## config.mk

```make
export PLATFORM = sky130hd
export DESIGN_NAME = i2c_target_message_port_core
export DESIGN_NICKNAME = d
export VERILOG_FILES = /design/src/hdl/i2ctmp_pkg.sv /design/src/hdl/i2c_target_message_port_core.sv
export SDC_FILE = /design/constraint.sdc
export NUM_CORES = 1
export LEC_CHECK = 0
export BUFFER_PORTS_ARGS = -buffer_cell sky130_fd_sc_hd__buf_2
export CAP_MARGIN = 5
export CORE_ASPECT_RATIO = 1.1
export CORE_MARGIN = 2
export CORE_UTILIZATION = 30
export DETAILED_ROUTE_END_ITERATION = 8
export MAX_ROUTING_LAYER = met4
export PLACE_DENSITY = 0.54
export SYNTH_ARGS = -nofsm -noshare
export SYNTH_HDL_FRONTEND = slang
export SYNTH_SLANG_ARGS = --single-unit
```

## constraint.sdc

```tcl
create_clock -name clk -period 5.2 [get_ports clk]
set_input_delay 0.26 -clock clk [delete_from_list [all_inputs] [get_ports clk]]
set_output_delay 0.26 -clock clk [all_outputs]
set_load 0.005 [all_outputs]
```

## src/hdl/i2ctmp_pkg.sv

```systemverilog
`timescale 1ns / 1ps
`default_nettype none

package i2ctmp_pkg;

  // Bus protocol phase of the target
  typedef enum logic [1:0] {
    PH_IDLE = 2'd0,
    PH_ADDR = 2'd1,
    PH_RX   = 2'd2,
    PH_TX   = 2'd3
  } phase_t;

  // Positions in the byte frame: eight data bits, then the ACK bit
  localparam logic [3:0] BIT_ZERO = 4'd0;
  localparam logic [3:0] BIT_FIRST = 4'd1;
  localparam logic [3:0] BIT_LAST_DATA = 4'd7;
  localparam logic [3:0] BIT_ACK = 4'd8;
  localparam logic [3:0] BIT_ACK_DONE = 4'd9;

  localparam logic [6:0] OWN_ADDR_RESET = 7'h02;

  // One line sample per beat
  typedef struct packed {
    logic       scl;
    logic       sda;
    logic [7:0] tx_byte;
  } in_item_t;

  // One result per beat
  typedef struct packed {
    logic       sda_pull_low;
    logic       rx_valid;
    logic [7:0] rx_byte;
    logic       tx_taken;
    logic       addressed;
    logic       message_end;
  } out_item_t;

endpackage

`default_nettype wire

```

## src/hdl/i2c_target_message_port_core.sv

```systemverilog
// Channel | Ports                               | Direction | Beat
// --------+-------------------------------------+-----------+--------------------------
// input   | in_valid, in_stall, in_item         | in        | one SCL/SDA sample
// result  | out_valid, out_stall, out_item      | out       | one result per sample
// config  | cfg_valid, cfg_ready, cfg_own_address | in      | own 7-bit bus address
//
// Each accepted sample is processed in the cycle it is taken; its result is
// registered (in the skid register first while the output register is held) and
// shows on out_valid. One sample per cycle while in_stall is low. A two-entry
// output buffer (output register plus skid register) parts the channels: in_stall
// rises only when both entries hold results. rst_n is synchronous, active low; it
// idles the bus state and sets the own address to 2. cfg_ready is always high.
`timescale 1ns / 1ps
`default_nettype none

module i2c_target_message_port_core
  import i2ctmp_pkg::*;
(
  input  wire logic      clk,
  input  wire logic      rst_n,
  input  wire logic      in_valid,
  output logic           in_stall,
  input  wire in_item_t  in_item,
  output logic           out_valid,
  input  wire logic      out_stall,
  output out_item_t      out_item,
  input  wire logic      cfg_valid,
  output logic           cfg_ready,
  input  wire logic [6:0] cfg_own_address
);

  logic       cfg_write;
  logic [6:0] own_address_r;
  logic       scl_prev_r, scl_prev_nxt;
  logic       sda_prev_r, sda_prev_nxt;
  phase_t     phase_r, phase_nxt;
  logic [3:0] bit_cnt_r, bit_cnt_nxt;
  logic [7:0] shift_r, shift_nxt;
  logic       read_mode_r, read_mode_nxt;
  logic       drive_low_r, drive_low_nxt;
  logic       zero_seen_r, zero_seen_nxt;

  logic       rx_valid_c, tx_taken_c, mend_c;
  logic [7:0] rx_byte_c;
  logic [7:0] shift_in;
  out_item_t  result_c;

  logic       accept, pop;
  logic       skid_valid_r;
  out_item_t  skid_item_r;

  assign cfg_ready  = 1'b1;
  assign cfg_write  = cfg_valid & cfg_ready;
  assign accept     = in_valid & ~in_stall;
  assign pop        = out_valid & ~out_stall;
  assign in_stall   = skid_valid_r;
  assign shift_in   = {shift_r[6:0], in_item.sda};

  // Next bus state for one sample
  always_comb begin
    logic rise, fall, hold_high, addressed_now;
    rise          = ~scl_prev_r & in_item.scl;
    fall          = scl_prev_r & ~in_item.scl;
    hold_high     = scl_prev_r & in_item.scl;
    addressed_now = (phase_r == PH_RX) || (phase_r == PH_TX) ||
                    ((phase_r == PH_ADDR) && (bit_cnt_r >= BIT_ACK));

    phase_nxt     = phase_r;
    bit_cnt_nxt   = bit_cnt_r;
    shift_nxt     = shift_r;
    read_mode_nxt = read_mode_r;
    drive_low_nxt = drive_low_r;
    zero_seen_nxt = zero_seen_r;
    scl_prev_nxt  = in_item.scl;
    sda_prev_nxt  = in_item.sda;
    rx_valid_c    = 1'b0;
    rx_byte_c     = 8'h00;
    tx_taken_c    = 1'b0;
    mend_c        = 1'b0;

    if (hold_high && sda_prev_r && !in_item.sda) begin
      // START: restart address reception
      phase_nxt     = PH_ADDR;
      bit_cnt_nxt   = BIT_ZERO;
      drive_low_nxt = 1'b0;
      zero_seen_nxt = 1'b0;
      shift_nxt     = 8'h00;
      read_mode_nxt = 1'b0;
    end else if (hold_high && !sda_prev_r && in_item.sda) begin
      // STOP: end any message and release the line
      mend_c        = addressed_now;
      phase_nxt     = PH_IDLE;
      bit_cnt_nxt   = BIT_ZERO;
      drive_low_nxt = 1'b0;
      zero_seen_nxt = 1'b0;
    end else if (rise) begin
      if (phase_r == PH_ADDR || phase_r == PH_RX) begin
        if (bit_cnt_r < BIT_ACK) begin
          // Shift in one bit; check the byte once complete
          shift_nxt   = shift_in;
          bit_cnt_nxt = bit_cnt_r + 4'd1;
          if (bit_cnt_r == BIT_LAST_DATA) begin
            if (phase_r == PH_ADDR) begin
              if (shift_in[7:1] == own_address_r) begin
                read_mode_nxt = shift_in[0];
              end else begin
                phase_nxt     = PH_IDLE;
                bit_cnt_nxt   = BIT_ZERO;
                drive_low_nxt = 1'b0;
                zero_seen_nxt = 1'b0;
              end
            end else begin
              rx_valid_c = 1'b1;
              rx_byte_c  = shift_in;
              if (shift_in == 8'h00) begin
                zero_seen_nxt = 1'b1;
                mend_c        = 1'b1;
              end
            end
          end
        end
      end else if (phase_r == PH_TX) begin
        if (bit_cnt_r < BIT_ACK) begin
          bit_cnt_nxt = bit_cnt_r + 4'd1;
        end else if (bit_cnt_r == BIT_ACK) begin
          // Sample master ACK; NACK or sent zero byte ends the message
          if (in_item.sda || zero_seen_r) begin
            mend_c        = 1'b1;
            phase_nxt     = PH_IDLE;
            bit_cnt_nxt   = BIT_ZERO;
            drive_low_nxt = 1'b0;
            zero_seen_nxt = 1'b0;
          end else begin
            bit_cnt_nxt = BIT_ACK_DONE;
          end
        end
      end
    end else if (fall) begin
      if (phase_r == PH_ADDR || phase_r == PH_RX) begin
        if (bit_cnt_r == BIT_ACK) begin
          // Drive ACK during the ACK bit after the byte
          drive_low_nxt = 1'b1;
          bit_cnt_nxt   = BIT_ACK_DONE;
        end else if (bit_cnt_r == BIT_ACK_DONE) begin
          drive_low_nxt = 1'b0;
          bit_cnt_nxt   = BIT_ZERO;
          shift_nxt     = 8'h00;
          if (phase_r == PH_ADDR) begin
            if (read_mode_r) begin
              phase_nxt     = PH_TX;
              shift_nxt     = in_item.tx_byte;
              zero_seen_nxt = (in_item.tx_byte == 8'h00);
              drive_low_nxt = ~in_item.tx_byte[7];
              tx_taken_c    = 1'b1;
            end else begin
              phase_nxt = PH_RX;
            end
          end else if (zero_seen_r) begin
            phase_nxt     = PH_IDLE;
            zero_seen_nxt = 1'b0;
          end
        end
      end else if (phase_r == PH_TX) begin
        if (bit_cnt_r >= BIT_FIRST && bit_cnt_r <= BIT_LAST_DATA) begin
          // Advance to the next bit, MSB first
          shift_nxt     = {shift_r[6:0], 1'b0};
          drive_low_nxt = ~shift_r[6];
        end else if (bit_cnt_r == BIT_ACK) begin
          drive_low_nxt = 1'b0;
        end else if (bit_cnt_r == BIT_ACK_DONE) begin
          // Latch the next byte to send
          shift_nxt     = in_item.tx_byte;
          zero_seen_nxt = (in_item.tx_byte == 8'h00);
          drive_low_nxt = ~in_item.tx_byte[7];
          bit_cnt_nxt   = BIT_ZERO;
          tx_taken_c    = 1'b1;
        end
      end
    end
  end

  // Assemble the result from the next state
  always_comb begin
    result_c.sda_pull_low = drive_low_nxt;
    result_c.rx_valid     = rx_valid_c;
    result_c.rx_byte      = rx_byte_c;
    result_c.tx_taken     = tx_taken_c;
    result_c.addressed    = (phase_nxt == PH_RX) || (phase_nxt == PH_TX) ||
                            ((phase_nxt == PH_ADDR) && (bit_cnt_nxt >= BIT_ACK));
    result_c.message_end  = mend_c;
  end

  // Bus state and configuration
  always_ff @(posedge clk) begin
    if (!rst_n) begin
      own_address_r <= OWN_ADDR_RESET;
      scl_prev_r    <= 1'b1;
      sda_prev_r    <= 1'b1;
      phase_r       <= PH_IDLE;
      bit_cnt_r     <= BIT_ZERO;
      shift_r       <= 8'h00;
      read_mode_r   <= 1'b0;
      drive_low_r   <= 1'b0;
      zero_seen_r   <= 1'b0;
    end else begin
      if (cfg_write) begin
        own_address_r <= cfg_own_address;
      end
      if (accept) begin
        scl_prev_r  <= scl_prev_nxt;
        sda_prev_r  <= sda_prev_nxt;
        phase_r     <= phase_nxt;
        bit_cnt_r   <= bit_cnt_nxt;
        shift_r     <= shift_nxt;
        read_mode_r <= read_mode_nxt;
        drive_low_r <= drive_low_nxt;
        zero_seen_r <= zero_seen_nxt;
      end
    end
  end

  // Output register and skid register
  always_ff @(posedge clk) begin
    if (!rst_n) begin
      out_valid    <= 1'b0;
      skid_valid_r <= 1'b0;
    end else begin
      if (!out_valid || pop) begin
        if (skid_valid_r) begin
          out_valid    <= 1'b1;
          skid_valid_r <= 1'b0;
        end else begin
          out_valid <= accept;
        end
      end else if (accept) begin
        skid_valid_r <= 1'b1;
      end
    end
  end

  // Result payload: hold while stalled
  always_ff @(posedge clk) begin
    if (!out_valid || pop) begin
      if (skid_valid_r) begin
        out_item <= skid_item_r;
      end else if (accept) begin
        out_item <= result_c;
      end
    end else if (accept) begin
      skid_item_r <= result_c;
    end
  end

endmodule

`default_nettype wire

```

=== Word-level counts from Yosys, hierarchy flattened ===
Cells that the tools add are included.
W data, S select, Z words.

* Output and inout bits: 16
* Flip-flop bits (word level): 53
* Bits of input ports: 22
* Logic and storage cells: 254

* Magnitude comparators: 5
* Bitwise operators: 13
* Add/sub/neg operators: 1
* Mux-type cells: 148
* Equality and inequality tests: 26
* Reductions and logical operators: 38

{| class="wikitable"
|+ Operators by type and width
! operator !! count
|-
| $mux W7 || 15
|-
| $mux W1 || 87
|-
| $mux W4 || 19
|-
| $mux W8 || 7
|-
| $mux W2 || 18
|-
| $mux W13 || 2
|-
| $logic_not A8 Y1 || 2
|-
| $reduce_bool A4 Y1 || 4
|-
| $ne A5 B5 Y1 const B || 3
|-
| $reduce_and A14 Y1 || 1
|-
| $reduce_bool A2 Y1 || 7
|-
| $ne A6 B6 Y1 const B || 2
|-
| $ne A5 B1 Y1 const B || 2
|-
| $reduce_and A10 Y1 || 1
|-
| $eq A2 B2 Y1 const B || 4
|-
| $eq A4 B4 Y1 const B || 2
|-
| $ge A4 B4 Y1 const B || 2
|-
| $ne A4 B3 Y1 const B || 2
|-
| $ne A4 B4 Y1 const B || 2
|-
| $not A1 Y1 || 8
|-
| $reduce_and A8 Y1 || 1
|-
| $eq A7 B7 Y1 || 1
|-
| $logic_and A1 B1 Y1 || 7
|-
| $logic_or A1 B1 Y1 || 7
|-
| other kinds (15) || 25
|}

=== Logic depth before layout (Yosys ltp) ===
* Word-level depth: 15
* Mapped depth: 8
* Gate-level depth less buffers: 7

=== Worst setup path after synthesis ===
OpenSTA, ideal clock, no wires.

* Path kind: reg2reg
* Start point: register phase_r[0]
* End point: register out_item[1] (netlist name) (data pin)
* Data required time: 4.924 ns
* Path slack: 3.118 ns
* Arrival: 1.806 ns
* Path buffers: 1
* Setup time: 0.276 ns
* Clock period less this slack: 2.082 ns
* Stages on the path, launching flop included: 9
* Cells stage by stage: dfxtp_1 -> inv_1 -> ha_1 -> buf_2 -> and4bb_2 -> a31oi_1 -> a41oi_1 -> a22oi_1 -> o221ai_1

* Word-level cells in the longest chain between the ends: 14
* Elaborated cells between the ends (all ways): 42
* Classes of those cells: order compare (1); eq/ne (6); mux (31); reduce/logical (4)

{| class="wikitable"
|+ RTL lines
! what !! RTL line !! RTL
|-
| start: declaration || i2c_target_message_port_core.sv:36 || <nowiki>phase_t phase_r, phase_nxt;</nowiki>
|-
| start signal: assignment || i2c_target_message_port_core.sv:212 || <nowiki>phase_r <= phase_nxt;</nowiki>
|-
| branches (longest 11 deep; another with $ge A4 B4 Y1) || n/a ||
|-
| $logic_or A1 B1 Y1 * || i2c_target_message_port_core.sv:188 || <nowiki>result_c.addressed = (phase_nxt == PH_RX) || (phase_nxt == PH_TX) ||</nowiki>
|-
| $mux W13 * || i2c_target_message_port_core.sv:246 || <nowiki>end else if (accept) begin</nowiki>
|-
| $mux W13 * || i2c_target_message_port_core.sv:244 || <nowiki>if (skid_valid_r) begin</nowiki>
|-
| end signal: assignment || i2c_target_message_port_core.sv:245 || <nowiki>out_item <= skid_item_r;</nowiki>
|-
| end signal: assignment || i2c_target_message_port_core.sv:247 || <nowiki>out_item <= result_c;</nowiki>
|-
| end: declaration || i2c_target_message_port_core.sv:26 || <nowiki>output out_item_t out_item,</nowiki>
|}

Mark *: on every way between the ends. The select of a mux whose other input is x is not followed.
A chain may end at the register's enable or synchronous reset.

=== Worst setup path after layout ===
* Start point: register scl_prev_r
* End point: register out_item[1] (netlist name) (data pin)

* Word-level cells in the longest chain between the ends: 10
* Elaborated cells between the ends (all ways): 25
* Classes of those cells: order compare (1); eq/ne (3); mux (10); bitwise (4); reduce/logical (7)

{| class="wikitable"
|+ RTL lines
! what !! RTL line !! RTL
|-
| start: declaration || i2c_target_message_port_core.sv:34 || <nowiki>logic scl_prev_r, scl_prev_nxt;</nowiki>
|-
| start signal: assignment || i2c_target_message_port_core.sv:210 || <nowiki>scl_prev_r <= scl_prev_nxt;</nowiki>
|-
| $and A1 B1 Y1 (tied with other cells) || i2c_target_message_port_core.sv:63 || <nowiki>fall = scl_prev_r & ~in_item.scl;</nowiki>
|-
| $mux W4 (tied with other cells) || i2c_target_message_port_core.sv:138 || <nowiki>end else if (fall) begin</nowiki>
|-
| $mux W4 (tied with other cells) || i2c_target_message_port_core.sv:96 || <nowiki>end else if (rise) begin</nowiki>
|-
| $mux W4 / $mux W2 (equally long branches) || i2c_target_message_port_core.sv:89 || <nowiki>end else if (hold_high && !sda_prev_r && in_item.sda) begin</nowiki>
|-
| $mux W4 / $mux W2 (equally long branches) || i2c_target_message_port_core.sv:81 || <nowiki>if (hold_high && sda_prev_r && !in_item.sda) begin</nowiki>
|-
| $ge A4 B4 Y1 (tied with other cells) || i2c_target_message_port_core.sv:189 || <nowiki>((phase_nxt == PH_ADDR) && (bit_cnt_nxt >= BIT_ACK));</nowiki>
|-
| $logic_and A1 B1 Y1 / $logic_or A1 B1 Y1 (equally long branches) || i2c_target_message_port_core.sv:189, i2c_target_message_port_core.sv:188 ||
|-
| $logic_or A1 B1 Y1 * || i2c_target_message_port_core.sv:188 ||
|-
| $mux W13 * || i2c_target_message_port_core.sv:246 ||
|-
| $mux W13 * || i2c_target_message_port_core.sv:244 ||
|}

Mark *: on every way between the ends. The rest lies on a longest branch, timed or not. The select of a mux whose other input is x is not followed.

==> run_results.csv <==
group,metric,value,unit
yosys,synthFlopType,"dfxtp_1",
yosys,synthCells,331,
cts,cts_setup_buffers,0,
critical_path,path_max_fanout,17,
placed_design,io_buffers,36,
power_and_ir_drop,total_power,0.000946,W
global_routing,grt_first_pass_wirelength,13500,um
timing,hold_viol_final,0,
cells_and_area,area_delta_synth_final,13.2,%
routing,drt_first_iter_violations,350,
routing,avgViaCountPerCell,5.40,
cts,cts.sinks,53,
yosys,ys_types,64,
global_routing,overflow,0,
placed_design,pre_cts_ws,2.59,ns
timing,setup_slack,2.54,ns
cts,cts.clk_slew.worst_paths,0.08,ns
timing,max_slew_margin,31.7,%
routing,routed_wl,8480,um
cts,clk_path_buf_depth,2,
yosys,synth_warnings,0,
global_routing,grtUsageTotal,15.3,%
cells_and_area,drive_gt1_share,19.8,%
global_routing,grt_pass1_vias,2493,
yosys,avgSynthCellArea,9.80,um2
critical_path,cp_cell_sequence,"inv_1 > ha_1 > clkinv_1 > nor4_1 > a2111oi_2 > nand2_1 > o221ai_1",
yosys,synthesis.nets,364,
yosys,synth_compound_area_share,21.2,%
critical_path,crit_buf_inv,2,
cts,post_cts_resized,0,
timing,tightest_slew,1.02,ns
power_and_ir_drop,p_int,0.000688,W
cells_and_area,nets,390,
critical_path,slowest_stage,"ha_1",
cells_and_area,instances_no_fill,501,
cts,htreeDepth,2,
yosys,seq_area_frac_synth,40.7,%
routing,firstDrtPassIters,5,
hold_path,hold_class,"input pin to flip-flop",
yosys,muxShareOfSynthArea,6.60,%
timing,drv_slew,0,
routing,vias,2705,
critical_path,setup.worst_path.end_class,"flip-flop",
placed_design,dp.cells,493,
cts,cts-root-buf,"clkbuf_16",
power_and_ir_drop,netSwitchingPower,0.000258,W
power_and_ir_drop,ir_worst_vdd,0.117,mV
yosys,ys_seq_elements,53,
critical_path,crit_type,"flip-flop to flip-flop",
timing,clock.fmax,0.376,GHz
global_routing,grt_max_degree,32,
yosys,synthSimpleGateAreaFrac,20.8,%
run,max-cap-violations,0,
floorplan,die_w,103,um
critical_path,cp.arrival,2.68,ns
cts,cts_buffers,5,
power_and_ir_drop,pwr-share-comb,14.1,%
power_and_ir_drop,p_seq_share,49.3,%
power_and_ir_drop,power.leakage,1.34,nW
placed_design,hpwl,6210,um
routing,wl_per_cell,16.9,um
cts,clk_latency,0.30,ns
critical_path,worstPathRequired,5.22,ns
timing,finClkSkew,0.00683,ns
timing,setup_viol,0,
floorplan,num_io_pins,38,
timing,rsz0062_at_grt,"no",
floorplan,fp.dieArea,11700,um2
cts,cts_hold_buffers,0,
cells_and_area,n_fill_cell,1091,
yosys,synth_adder_area_share,4.24,%
floorplan,num_rows,39,
yosys,synth_xor_xnor_area_share,2.16,%
timing,whs,0.175,ns
timing,min_period,2.66,ns
global_routing,antenna_found_initial,0,
placed_design,place_congestion,0.962,
routing,antenna_left,0,
power_and_ir_drop,power_density,258,nW/um2
routing,drc_errors,0,
yosys,synth_top_family_by_area,"compound AO/OA/AOI/OAI gates",
cells_and_area,n_antenna_cell,0,
critical_path,critPathMaxStageDelay,0.59,ns
yosys,synthArstFlopShare,0,%
critical_path,startpoint_type,"flip-flop",
power_and_ir_drop,switching_share,27.3,%
run_status,status,"finished, final reports clean",
floorplan,start_util,31.1,%
yosys,synth_edf_count,26,
power_and_ir_drop,power_frac_clock,36.6,%
floorplan,core-area,10400,um2
cts,cts_tree,"built",
critical_path,cpLargestDelayFamily,"simple AND/OR/NAND/NOR gates",
yosys,synth_area,3240,um2
floorplan,die_h,113,um
timing,tns,0,ns
timing,finalCritPeriodShare,51.1,%
-- power groups by stage --
stage               clock, W  sequential (W)  combinational (W)
detailed placement         0        0.000476           0.000131
global route        0.000370        0.000469           0.000146
floorplan                  0        0.000473          0.0000919
CTS                 0.000356        0.000466           0.000132
global placement           0        0.000476           0.000132
finish              0.000347        0.000466           0.000133
-- metal layers --
layer	global-route usage (%)	wire [um]	vias up
met5	-	0	-
met4	5.35	193	0
li1	-	-	1292
met2	23.5	4040	116
met1	20.2	3740	1286
met3	2.59	502	11
-- area by class of cell --
type	instances	area [um2]	share of cell area, %
Sequential cell	53	1320	36.0
Clock buffer	5	125	3.41
Inverter	12	45.0	1.23
Tap cell	143	179	4.88
Clock inverter	3	26.3	0.716
Multi-Input combinational cell	248	1790	48.7
Timing Repair Buffer	37	188	5.11
-- worst min-delay path, stage by stage --
cell and delay, ns:
buf_2 0.07, mux2i_1 0.06, nand2_1 0.06
-- worst paths after layout --
kind | start | endpoint | slack (ns) | cells past startpoint
worst max register to register | scl_prev_r | out_item[1] | 2.54 | 7
worst min-delay path | cfg_own_address[1] | own_address_r[1] | 0.17 | 3
worst min register to register | out_valid | in_stall | 0.51 | 2
worst max-delay path | scl_prev_r | out_item[1] | 2.54 | 7
-- metrics by stage --
step / util, % / area [um2]
4_1_cts: 35.1 / 3670
3_3_place_gp: 33.7 / 3520
2_1_floorplan: - / 3240
5_1_grt: 35.1 / 3670
6_report: 35.1 / 3670
3_5_place_dp: 33.7 / 3520
-- flip-flops by register name (all words and copies together), names as in the netlist --
| register | count |
|---|---|
| drive_low_r | 1 |
| own_address_r | 7 |
| read_mode_r | 1 |
| skid_item_r | 13 |
| bit_cnt_r | 4 |
| phase_r | 2 |
| out_item | 13 |
| in_stall | 1 |
| zero_seen_r | 1 |
| out_valid | 1 |
| shift_r | 7 |
| scl_prev_r | 1 |
| sda_prev_r | 1 |
-- synth_stat cells, drive strengths merged (3+ instances only) --
master    n  area (um2)
o211ai    5        37.5
inv      11        41.3
nor3b     4        35.0
nand2b   10        62.6
mux2i     9        90.1
a21boi    3        22.5
edfxtp   26         781
xnor2     8        70.1
nand3     5        25.0
nor2b    11        68.8
or4       3        26.3
a41oi     3        26.3
and2      9        57.6
a21oi    19        95.1
o21ai    20         100
nand3b    5        37.5
a2111oi   4        78.8
and3      4        25.0
ha       11         138
nor3      6        40.0
nand2    24        90.1
o221ai    3        32.5
clkbuf    7        26.3
a22oi     9        67.6
nor2     18        67.6
dfxtp    27         541
nor4      5        37.5
mux2     11         124
buf      11        65.1
o31ai    11        82.6
-- cells in the final DEF (no fill, tap or decap), drive strengths merged, types with 3 or more instances in the layout --
cell / instances
buf: 37
or4: 3
nand3: 5
o211ai: 5
o221ai: 3
nor4: 5
o21ai: 20
o31ai: 11
nor2b: 11
nor3: 6
dfxtp: 27
a22oi: 9
xnor2: 8
ha: 11
clkbuf: 5
a41oi: 3
mux2i: 9
a21oi: 19
a2111oi: 4
nand3b: 5
nand2b: 10
and3: 4
mux2: 11
nor2: 18
nand2: 24
edfxtp: 26
a21boi: 3
and2: 9
inv: 12
nor3b: 4
-- cell families after synthesis --
logic type / count (synthesis)
AND/OR/NAND/NOR: 114
AO/OA/AOI/OAI: 94
flip-flops: 53
buffers and inverters: 30
multiplexers: 20
adder cells (fa/ha/maj): 11
XOR/XNOR: 8
other: 1
No activity file was read; power rests on OpenSTA's default activity.
